--- config.mk ---
export PLATFORM = sky130hd
export DESIGN_NAME = isp_write_packet_framer_unit
export DESIGN_NICKNAME = d
export VERILOG_FILES = /design/src/hw/rtl/iwpf_pkg.sv /design/src/hw/rtl/iwpf_front.sv /design/src/hw/rtl/iwpf_queue.sv /design/src/hw/rtl/iwpf_back.sv /design/src/hw/rtl/isp_write_packet_framer_unit.sv
export SDC_FILE = /design/constraint.sdc
export NUM_CORES = 1
export LEC_CHECK = 0
export BUFFER_PORTS_ARGS = -buffer_cell sky130_fd_sc_hd__clkbuf_2
export CORE_ASPECT_RATIO = 1.75
export CORE_MARGIN = 2
export CORE_UTILIZATION = 62
export DETAILED_ROUTE_END_ITERATION = 6
export PLACE_DENSITY = 0.79
export SETUP_SLACK_MARGIN = 0.1
export SYNTH_ARGS = -nofsm -noshare
export SYNTH_HDL_FRONTEND = slang
export SYNTH_SLANG_ARGS = --single-unit
--- constraint.sdc ---
create_clock -name clk -period 10.7 [get_ports clk]
set_input_delay 1.07 -clock clk [delete_from_list [all_inputs] [get_ports clk]]
set_output_delay 1.07 -clock clk [all_outputs]
set_load 0.02 [all_outputs]
--- src/hw/rtl/iwpf_pkg.sv ---
`default_nettype none

package iwpf_pkg;

  localparam int PACKET_BYTES = 56;
  localparam int OFF_W        = 6;
  localparam int CFG_IDX_W    = 3;
  localparam int CFG_DATA_W   = 16;
  localparam int QUEUE_DEPTH  = 4;
  localparam int QPTR_W       = 2;

  localparam logic [7:0] SYNC_BYTE0 = 8'h57;
  localparam logic [7:0] SYNC_BYTE1 = 8'hAB;
  localparam logic [7:0] CMD_WRITE  = 8'hA5;
  localparam logic [7:0] CMD_VERIFY = 8'hA6;
  localparam logic [7:0] LEN_BASE   = 8'h05;
  localparam logic [7:0] ZERO_BYTE  = 8'h00;

  localparam logic [CFG_IDX_W-1:0] REG_MASK_BASE   = 3'd0;
  localparam logic [CFG_IDX_W-1:0] REG_MASK_ADDEND = 3'd1;
  localparam logic [CFG_IDX_W-1:0] REG_IMAGE_LEN   = 3'd2;
  localparam logic [CFG_IDX_W-1:0] REG_VERIFY      = 3'd3;
  localparam logic [CFG_IDX_W-1:0] REG_SERIAL      = 3'd4;
  localparam logic [CFG_IDX_W-1:0] REG_PAD_VALUE   = 3'd5;

  // Everything the back end needs to emit the bytes caused by one image item.
  typedef struct packed {
    logic       hdr;
    logic       serial;
    logic [7:0] cmd;
    logic [7:0] len;
    logic [15:0] addr;
    logic [7:0] data;
    logic       close;
    logic [2:0] pad_cnt;
    logic [7:0] pad_lo;
    logic [7:0] pad_hi;
  } desc_t;

  typedef enum logic [3:0] {
    PH_IDLE,
    PH_SYNC0,
    PH_SYNC1,
    PH_CMD,
    PH_LEN,
    PH_ZERO0,
    PH_ADDR_LO,
    PH_ADDR_HI,
    PH_ZERO1,
    PH_ZERO2,
    PH_ZERO3,
    PH_DATA,
    PH_PAD,
    PH_SUM
  } phase_t;

endpackage

`default_nettype wire

--- src/hw/rtl/iwpf_front.sv ---
`default_nettype none

module iwpf_front
  import iwpf_pkg::*;
(
  input  wire logic                  clk,
  input  wire logic                  rst,
  input  wire logic                  cfg_valid,
  output logic                       cfg_ready,
  input  wire logic [CFG_IDX_W-1:0]  cfg_index,
  input  wire logic [CFG_DATA_W-1:0] cfg_data,
  input  wire logic                  accept,
  input  wire logic [7:0]            image_byte,
  output desc_t                      desc
);

  logic [7:0]       mask_base;
  logic [7:0]       mask_last_addend;
  logic [15:0]      image_length;
  logic             verify_mode;
  logic             serial_wrap;
  logic [7:0]       pad_value;

  logic [OFF_W-1:0] offset;
  logic [15:0]      consumed;

  logic [15:0]      remaining;
  logic             full_size;
  logic [OFF_W-1:0] rounded;
  logic [OFF_W-1:0] size;
  logic [7:0]       mask7;
  logic [OFF_W-1:0] off_inc;
  logic [15:0]      consumed_inc;
  logic             last_img;
  logic             close;

  assign cfg_ready = 1'b1;

  always_ff @(posedge clk) begin
    if (rst) begin
      mask_base        <= 8'd0;
      mask_last_addend <= 8'd0;
      image_length     <= 16'd1;
      verify_mode      <= 1'b0;
      serial_wrap      <= 1'b1;
      pad_value        <= 8'd0;
    end else if (cfg_valid) begin
      case (cfg_index)
        REG_MASK_BASE:   mask_base        <= cfg_data[7:0];
        REG_MASK_ADDEND: mask_last_addend <= cfg_data[7:0];
        REG_IMAGE_LEN:   image_length     <= cfg_data;
        REG_VERIFY:      verify_mode      <= cfg_data[0];
        REG_SERIAL:      serial_wrap      <= cfg_data[0];
        REG_PAD_VALUE:   pad_value        <= cfg_data[7:0];
        default: ;
      endcase
    end
  end

  always_comb begin
    remaining    = image_length - consumed;
    // A remainder of zero stands for a full 64K image.
    full_size    = (remaining == 16'd0) || (remaining >= 16'(PACKET_BYTES));
    rounded      = (remaining[OFF_W-1:0] + OFF_W'(7)) & ~OFF_W'(7);
    size         = full_size ? OFF_W'(PACKET_BYTES) : rounded;
    mask7        = mask_base + mask_last_addend;
    off_inc      = offset + OFF_W'(1);
    consumed_inc = consumed + 16'd1;
    last_img     = (consumed_inc == image_length);
    close        = last_img || (off_inc >= OFF_W'(PACKET_BYTES));

    desc.hdr     = (offset == '0);
    desc.serial  = serial_wrap;
    desc.cmd     = verify_mode ? CMD_VERIFY : CMD_WRITE;
    desc.len     = LEN_BASE + {{(8-OFF_W){1'b0}}, size};
    desc.addr    = consumed;
    desc.data    = image_byte ^ ((offset[2:0] == 3'd7) ? mask7 : mask_base);
    desc.close   = close;
    // Padding runs up to the next multiple of eight, so its last byte sits at mask slot seven.
    desc.pad_cnt = last_img ? (3'd0 - off_inc[2:0]) : 3'd0;
    desc.pad_lo  = pad_value ^ mask_base;
    desc.pad_hi  = pad_value ^ mask7;
  end

  always_ff @(posedge clk) begin
    if (rst) begin
      offset   <= '0;
      consumed <= 16'd0;
    end else if (accept) begin
      offset   <= close ? '0 : off_inc;
      consumed <= last_img ? 16'd0 : consumed_inc;
    end
  end

endmodule

`default_nettype wire

--- src/hw/rtl/iwpf_queue.sv ---
`default_nettype none

module iwpf_queue
  import iwpf_pkg::*;
(
  input  wire logic  clk,
  input  wire logic  rst,
  input  wire logic  wr_en,
  input  wire desc_t wr_desc,
  output logic       full,
  input  wire logic  rd_en,
  output desc_t      rd_desc,
  output logic       empty
);

  desc_t             slots [QUEUE_DEPTH];
  logic [QPTR_W-1:0] wptr;
  logic [QPTR_W-1:0] rptr;
  logic [QPTR_W:0]   count;

  assign full    = (count == (QPTR_W+1)'(QUEUE_DEPTH));
  assign empty   = (count == '0);
  assign rd_desc = slots[rptr];

  always_ff @(posedge clk) begin
    if (wr_en) begin
      slots[wptr] <= wr_desc;
    end
  end

  always_ff @(posedge clk) begin
    if (rst) begin
      wptr  <= '0;
      rptr  <= '0;
      count <= '0;
    end else begin
      if (wr_en) begin
        wptr <= wptr + QPTR_W'(1);
      end
      if (rd_en) begin
        rptr <= rptr + QPTR_W'(1);
      end
      if (wr_en && !rd_en) begin
        count <= count + (QPTR_W+1)'(1);
      end else if (rd_en && !wr_en) begin
        count <= count - (QPTR_W+1)'(1);
      end
    end
  end

endmodule

`default_nettype wire

--- src/hw/rtl/iwpf_back.sv ---
`default_nettype none

module iwpf_back
  import iwpf_pkg::*;
(
  input  wire logic       clk,
  input  wire logic       rst,
  input  wire desc_t      head,
  input  wire logic       q_empty,
  output logic            q_pop,
  input  wire logic       pop,
  output logic            out_valid,
  output logic [7:0]      out_byte,
  output logic            out_end
);

  phase_t     phase;
  phase_t     phase_next;
  logic [2:0] pad_left;
  logic [7:0] sum;

  logic       fire;
  logic [7:0] emit_byte;
  logic       emit_end;
  logic       summed;

  assign fire = (phase != PH_IDLE) && (!out_valid || pop);

  always_comb begin
    phase_next = phase;
    case (phase)
      PH_IDLE: begin
        if (!q_empty) begin
          if (head.hdr) begin
            phase_next = head.serial ? PH_SYNC0 : PH_CMD;
          end else begin
            phase_next = PH_DATA;
          end
        end
      end
      PH_SYNC0:   if (fire) phase_next = PH_SYNC1;
      PH_SYNC1:   if (fire) phase_next = PH_CMD;
      PH_CMD:     if (fire) phase_next = PH_LEN;
      PH_LEN:     if (fire) phase_next = PH_ZERO0;
      PH_ZERO0:   if (fire) phase_next = PH_ADDR_LO;
      PH_ADDR_LO: if (fire) phase_next = PH_ADDR_HI;
      PH_ADDR_HI: if (fire) phase_next = PH_ZERO1;
      PH_ZERO1:   if (fire) phase_next = PH_ZERO2;
      PH_ZERO2:   if (fire) phase_next = PH_ZERO3;
      PH_ZERO3:   if (fire) phase_next = PH_DATA;
      PH_DATA: begin
        if (fire) begin
          if (head.close && (head.pad_cnt != 3'd0)) begin
            phase_next = PH_PAD;
          end else if (head.close && head.serial) begin
            phase_next = PH_SUM;
          end else begin
            phase_next = PH_IDLE;
          end
        end
      end
      PH_PAD: begin
        if (fire && (pad_left == 3'd1)) begin
          phase_next = head.serial ? PH_SUM : PH_IDLE;
        end
      end
      PH_SUM:     if (fire) phase_next = PH_IDLE;
      default:    phase_next = PH_IDLE;
    endcase
  end

  always_comb begin
    emit_byte = ZERO_BYTE;
    emit_end  = 1'b0;
    summed    = 1'b1;
    case (phase)
      PH_SYNC0: begin
        emit_byte = SYNC_BYTE0;
        summed    = 1'b0;
      end
      PH_SYNC1: begin
        emit_byte = SYNC_BYTE1;
        summed    = 1'b0;
      end
      PH_CMD:     emit_byte = head.cmd;
      PH_LEN:     emit_byte = head.len;
      PH_ADDR_LO: emit_byte = head.addr[7:0];
      PH_ADDR_HI: emit_byte = head.addr[15:8];
      PH_DATA: begin
        emit_byte = head.data;
        emit_end  = head.close && !head.serial && (head.pad_cnt == 3'd0);
      end
      PH_PAD: begin
        emit_byte = (pad_left == 3'd1) ? head.pad_hi : head.pad_lo;
        emit_end  = (pad_left == 3'd1) && !head.serial;
      end
      PH_SUM: begin
        emit_byte = sum;
        emit_end  = 1'b1;
        summed    = 1'b0;
      end
      PH_IDLE:    summed = 1'b0;
      default:    emit_byte = ZERO_BYTE;
    endcase
    q_pop = fire && (phase_next == PH_IDLE);
  end

  always_ff @(posedge clk) begin
    if (rst) begin
      phase     <= PH_IDLE;
      out_valid <= 1'b0;
    end else begin
      phase <= phase_next;
      if (fire) begin
        out_valid <= 1'b1;
      end else if (pop) begin
        out_valid <= 1'b0;
      end
    end
  end

  always_ff @(posedge clk) begin
    if (fire) begin
      out_byte <= emit_byte;
      out_end  <= emit_end;
      // The checksum restarts with the command byte of each frame.
      if (phase == PH_CMD) begin
        sum <= emit_byte;
      end else if (summed) begin
        sum <= sum + emit_byte;
      end
      if (phase == PH_DATA) begin
        pad_left <= head.pad_cnt;
      end else if (phase == PH_PAD) begin
        pad_left <= pad_left - 3'd1;
      end
    end
  end

endmodule

`default_nettype wire

--- src/hw/rtl/isp_write_packet_framer_unit.sv ---
`default_nettype none

// Channel   Handshake                 Payload
// input     push / full               image_byte
// results   empty / pop               frame_byte, frame_end
// config    cfg_valid / cfg_ready     cfg_index, cfg_data
//
// The front end classifies each image item in the cycle it is accepted and queues a
// descriptor (four deep); the back end emits one frame byte per cycle from it while
// results are popped. A mid-packet item takes a dispatch step and its data byte in the
// back end; a packet start adds the header bytes, the image end pad bytes up to the next
// multiple of eight, and every packet close in serial mode a checksum byte.
// Reset clears counters, queue and output register and loads the register defaults.
// Either side may stall freely; the queue and the output register keep them apart.
module isp_write_packet_framer_unit
  import iwpf_pkg::*;
(
  input  wire logic                  clk,
  input  wire logic                  rst,
  input  wire logic                  push,
  output logic                       full,
  input  wire logic [7:0]            image_byte,
  output logic                       empty,
  input  wire logic                  pop,
  output logic [7:0]                 frame_byte,
  output logic                       frame_end,
  input  wire logic                  cfg_valid,
  output logic                       cfg_ready,
  input  wire logic [CFG_IDX_W-1:0]  cfg_index,
  input  wire logic [CFG_DATA_W-1:0] cfg_data
);

  desc_t front_desc;
  desc_t head_desc;
  logic  q_full;
  logic  q_empty;
  logic  q_pop;
  logic  accept;
  logic  out_valid;

  assign full   = q_full;
  assign accept = push && !q_full;
  assign empty  = !out_valid;

  iwpf_front u_front (
    .clk        (clk),
    .rst        (rst),
    .cfg_valid  (cfg_valid),
    .cfg_ready  (cfg_ready),
    .cfg_index  (cfg_index),
    .cfg_data   (cfg_data),
    .accept     (accept),
    .image_byte (image_byte),
    .desc       (front_desc)
  );

  iwpf_queue u_queue (
    .clk     (clk),
    .rst     (rst),
    .wr_en   (accept),
    .wr_desc (front_desc),
    .full    (q_full),
    .rd_en   (q_pop),
    .rd_desc (head_desc),
    .empty   (q_empty)
  );

  iwpf_back u_back (
    .clk       (clk),
    .rst       (rst),
    .head      (head_desc),
    .q_empty   (q_empty),
    .q_pop     (q_pop),
    .pop       (pop),
    .out_valid (out_valid),
    .out_byte  (frame_byte),
    .out_end   (frame_end)
  );

endmodule

`default_nettype wire

# Word-level counts from Yosys, hierarchy flattened
# Memory sizes are Yosys's and may differ from the RTL's. A register that Yosys moved wholly into a read port is not among the register bits.
# Cells that the tools add are included.
[word_totals]
regBits = 96
latchBits = 0
ram_bits = 220
mem_bits_ro = 0
in_bits = 32
output_inout_bits = 12
word_cells = 140
mem_count = 1
[op_classes]
addsub = 13
multipliers = 0
div_mod_pow = 0
n_lt_le_gt_ge = 2
n_eq_ne = 23
shifts = 0
muxes = 41
bitwise_logic = 3
n_reduce_logical = 40
[mem_list]
columns = ["memory", "depth", "width", "read_ports", "rd_clocked_by_memory_dff", "wr", "line_no", "source"]
rows = [
  ["u_queue.slots", 4, 55, 1, 1, 1, "iwpf_queue.sv:16", "desc_t slots [QUEUE_DEPTH];"],
]
[ops]
columns = ["operator", "n"]
rows = [
  ["4-bit two-way mux", 18],
  ["8-bit case mux with 9 select lines", 1],
  ["4-bit case mux with 14 select lines", 1],
  ["8-bit two-way mux", 4],
  ["4-bit equality test (second input constant)", 6],
  ["8-bit bitwise XOR", 3],
  ["16-bit by 1-bit adder with 16-bit output (second input constant)", 1],
  ["8-bit adder", 2],
  ["16-bit equality test", 1],
  ["4-bit by 3-bit equality test with 1-bit output (second input constant)", 4],
  ["16-bit by 6-bit >= comparator with 1-bit output (second input constant)", 1],
  ["16-bit logical NOT", 1],
  ["16-bit two-way mux", 1],
  ["2-bit AND reduction", 8],
  ["16-bit subtractor", 1],
  ["3-bit two-way mux", 5],
  ["3-bit equality test (second input constant)", 4],
  ["6-bit two-way mux", 2],
  ["1-bit logical AND", 11],
  ["3-bit logical NOT", 3],
  ["4-bit by 2-bit equality test with 1-bit output (second input constant)", 2],
  ["4-bit logical NOT", 2],
  ["2-bit two-way mux", 4],
  ["3-bit by 6-bit adder with 7-bit output (first input constant)", 1],
  ["20 further kinds", 35],
]

# Logic depth before layout (Yosys ltp)
[depth]
depth_word = 11
mapped_depth = 19
depth_no_buf = 17

# By module
# A second synthesis with hierarchy kept.
[unflattened]
cells_unflattened = 1303
area_unflattened_um2 = 16928.7
[modules_own_cells]
columns = ["mod", "n_inst", "cells_per_inst", "area_each_um2", "seq_area_each_um2"]
rows = [
  ["iwpf_queue", 1, 368, 9445.3, 7627.3],
  ["iwpf_front", 1, 687, 5325.1, 1281.2],
  ["iwpf_back", 1, 246, 2140.8, 700.7],
  ["isp_write_packet_framer_unit", 1, 2, 17.5, 0.0],
]

# Worst setup path before layout
# Ideal clock, no wire load.
[synth_path]
path_type = "register to register"
start = "register with a tool-made name"
end = "register u_back.sum[7] (data pin)"
setup_time_ps = 263
t_arrival_ps = 3524
required_ps = 10437
path_slack_ps = 6913
path_stages_with_launch = 18
path_buffers = 4
cell_sequence = "dfxtp_1 -> buf_6 -> buf_4 -> buf_4 -> buf_2 -> mux4_2 -> mux2i_1 -> o32ai_1 -> a21oi_1 -> o21ai_0 -> ha_1 -> a21o_1 -> a21oi_1 -> nor2b_1 -> o21a_1 -> o41ai_1 -> mux2i_1 -> xnor2_1"
[synth_rtl]
columns = ["element", "line_no", "source"]
rows = [
  ["end signal: assignment", "iwpf_back.sv:128", "sum <= emit_byte;"],
  ["end signal: assignment", "iwpf_back.sv:130", "sum <= sum + emit_byte;"],
  ["end: declaration", "iwpf_back.sv:20", "logic [7:0] sum;"],
]

==> flow_summary.yaml <==
sta:
  worst_clock_skew_ns: 0.0181
  layout_setup_ws_ns: 6.28
  layout_min_cycle_time_ns: 4.42
  final-hold-violation-count: 0
  setup_viol: 0
  period_share_pct: 41.3
  totalNegativeSetupSlack_ns: 0
  worst_rel_slew_slack_pct: 34.5
  slew_violations: 0
  max_freq_mhz: 226
  rsz_0062_raised_after_global_routing: "false"
  timing_worst_slew_pin_value_ns: 0.980
placement:
  pre_cts_ws_ns: 6.23
  i_o_buffers: 42
  place.gp.congestion: 0.959
  hpwl_um: 23000
clock_network:
  cts_setup_buffers: 0
  cts_made_buffers: 26
  clock_insertion_delay_worst_skew_ns: 0.55
  tritoncts: "yes"
  cts.sinks: 302
  htree_num_levels: 1
  cts.repair.resized: 0
  clk_transition_reported_paths_ns: 0.07
  cts_hold_buffers: 0
  cts_buffer_depth: 3
  clock_tree.root_cell: "clkbuf_16"
floorplanning:
  die_width_um: 121
  io_pins: 44
  row_count: 74
  area_of_the_core_mm2: 0.0233
  die-area_mm2: 0.0251
  die_height_um: 208
  initial_core_util_pct: 63.1
detailed_routing:
  detail_route.wirelength_um: 33800
  routed_wire_length_per_instance_um: 21.8
  detail-route-antenna-nets: 0
  dr.max_layer_used: "met4"
  met3_length_um: 1620
  met2RoutedLength_um: 18000
  met1_length_um: 12600
  vias: 9987
  vias_per_cell: 6.45
  drt_pass1_iterations: 5
  drc: 0
  initialDrtViolationCount: 954
worst_setup_path:
  reg2regPathDepth: 14
  worstPathRequired_ns: 10.98
  timing.critical_path.to: "u_back.sum[7]"
  timing.reg2reg.setup_slack_ns: 6.28
  setup.worst_path.end_class: "flip-flop"
  reg2reg_to: "u_back.sum[7]"
  critPathArrivalTime_ns: 4.70
  critPathKind: "reg -> reg"
  path_max_fanout: 44
  worst_setup_path_start_kind: "flip-flop"
yosys:
  post-synth-top-area-cell: "edfxtp_1"
  synthCells: 1209
  synth.most_common_cell: "edfxtp_1"
  yosysTopAreaCellShare_pct: 45.7
  mappedNetlistArea_mm2: 0.0147
  synth_seq_area_share_pct: 56.3
  asyncSetResetFlopFracSynth_pct: 0
  synth.yosys.warnings: 0
  synth.area.top_cells: "edfxtp_1, dfxtp_1, mux4_2"
  main_synth_ff_type: "edfxtp_1"
  synthDistinctLibCells: 74
  postSynthNetCount: 1286
  synthesis.area_per_instance_um2: 12.2
  synth_enable_flop_cells: 224
  synth.cells.most_frequent: "edfxtp_1, nand2_1, a21oi_1"
  synth-seq-cells: 302
final_layout:
  ant_diodes: 0
  final_net_count: 1301
  synthToLayoutAreaGrowth_pct: 8.65
  drive_gt1_share_pct: 13.4
grt:
  number_of_antenna_violations_at_the_first_check_in_global_routing: 0
  first_global_vias: 9689
  globalRouteTotalUtil_pct: 27.5
  grt_max_degree: 88
  grt_first_pass_wirelength_um: 53400
  grt-ovfl-total: 0
power_and_ir_drop:
  vdd_ir_max_mv: 0.123
  leakagePower_nw: 5.64
  power.density_cell_area_mw_per_mm2: 213
run:
  max_cap_viol_count: 0
hold_path:
  hp-class: "reg -> reg"
outcome:
  outcome: "finished, final reports clean"
## cell type report
| cell class | instances | area, µm² |
|---|---|---|
| fillers | 1639 | 7330 |
| multi-input cells | 794 | 5990 |
| flip-flops and latches | 302 | 8290 |
| well taps | 304 | 380 |
| repair buffers | 54 | 300 |
| inverters | 46 | 173 |
| clock inverters | 15 | 146 |
| clock buffers | 33 | 718 |
## worst min-delay path by stage
stage                                     to  slack (ns)  depth (start not counted)                      from
global placement        u_front.pad_value[7]        0.46                          2      u_front.pad_value[7]
global route            u_front.pad_value[7]        0.52                          2      u_front.pad_value[7]
CTS                     u_front.pad_value[7]        0.48                          2      u_front.pad_value[7]
detailed placement      u_front.pad_value[7]        0.47                          2      u_front.pad_value[7]
finish                  u_front.pad_value[7]        0.49                          2      u_front.pad_value[7]
floorplan           u_front.image_length[15]        0.45                          2  u_front.image_length[15]
## where the power goes
group | switching (mW) | leakage, nW | internal (mW) | total [mW]
combinational | 0.549 | 2.47 | 0.363 | 0.912
sequential | 0.0920 | 2.74 | 1.45 | 1.54
clock | 0.421 | 0.429 | 0.531 | 0.952
total | 1.06 | 5.64 | 2.34 | 3.40
## routing by layer
layer / GRT usage, % / up-vias
li1: - / 4600
met1: 33.0 / 4922
met2: 49.1 / 375
met3: 2.69 / 90
met4: 13.6 / 0
met5: 0 / -
## cell families after synthesis
group	after synthesis	synth area share (%)
fa+ha+maj	45	4.03
simple gates	358	12.0
compound gates	235	10.3
mux	82	9.95
other cells	1	0.0255
xor+xnor	73	4.34
flops	302	56.3
buf+inv	113	3.08
## critical path, cell delays in order, from the launching register on
cell and delay, ns:
dfxtp_4 0.44, buf_4 0.69, mux4_2 0.59, mux2_2 0.30, a22oi_1 0.18, o211a_1 0.22
inv_1 0.07, ha_1 0.28, a21o_1 0.18, a21oi_1 0.22, nor2b_1 0.08, o21a_1 0.20
o41ai_1 0.31, mux2i_1 0.26, xnor2_1 0.08
## metrics by stage
step | std cells | area [µm²] | utilization, % | hold WS [ns] | power, mW
after floorplan | 1209 | 14700 | - | 0.448 | 2.21
final | 1548 | 16000 | 68.6 | 0.488 | 3.40
after CTS | 1548 | 16000 | 68.6 | 0.483 | 3.41
after global placement | 1500 | 15100 | 64.9 | 0.462 | 2.43
after global routing | 1548 | 16000 | 68.6 | 0.519 | 3.55
after detailed placement | 1500 | 15100 | 64.9 | 0.473 | 2.46
## cells in the final DEF (no fill, tap or decap), types with 6 or more instances in the layout
| cell type | netlist | layout |
|---|---|---|
| nor3_1 | 29 | 29 |
| nand2_1 | 127 | 127 |
| inv_1 | 46 | 46 |
| nor2_1 | 65 | 65 |
| a21oi_1 | 89 | 89 |
| and4_1 | 6 | 6 |
| clkbuf_2 | 0 | 41 |
| nand3_1 | 25 | 25 |
| o22ai_1 | 11 | 11 |
| mux2i_1 | 26 | 26 |
| a21o_1 | 11 | 11 |
| mux4_2 | 51 | 51 |
| o21ai_0 | 28 | 28 |
| o211ai_1 | 10 | 10 |
| nor2b_1 | 12 | 12 |
| buf_4 | 3 | 12 |
| a211oi_1 | 10 | 10 |
| dfxtp_1 | 78 | 76 |
| and3_1 | 9 | 9 |
| or3_1 | 7 | 7 |
| clkbuf_16 | 0 | 27 |
| ha_1 | 41 | 41 |
| nor3b_1 | 7 | 7 |
| nand2b_1 | 14 | 14 |
| xor2_1 | 34 | 34 |
| edfxtp_1 | 224 | 224 |
| xnor2_1 | 39 | 39 |
| o31ai_1 | 10 | 10 |
| nor4_1 | 14 | 14 |
| nand4_1 | 16 | 16 |
| o21a_1 | 7 | 7 |
| a22oi_1 | 7 | 7 |
## state kept, by name, indices dropped and copies added, names as in the netlist, named ones only
name and flops:
u_front.offset 6, u_back.pad_left 3, u_queue.wptr 2, u_queue.slots 204, u_front.mask_base 8, u_back.out_byte 8, u_front.consumed 16, u_front.serial_wrap 1
u_front.pad_value 8, u_front.image_length 16, u_back.out_end 1, u_back.sum 8, u_back.phase 4, u_front.verify_mode 1, u_back.out_valid 1, u_front.mask_last_addend 8
u_queue.rptr 2, u_queue.count 3
Note: power is estimated with default switching activity, not from simulation.
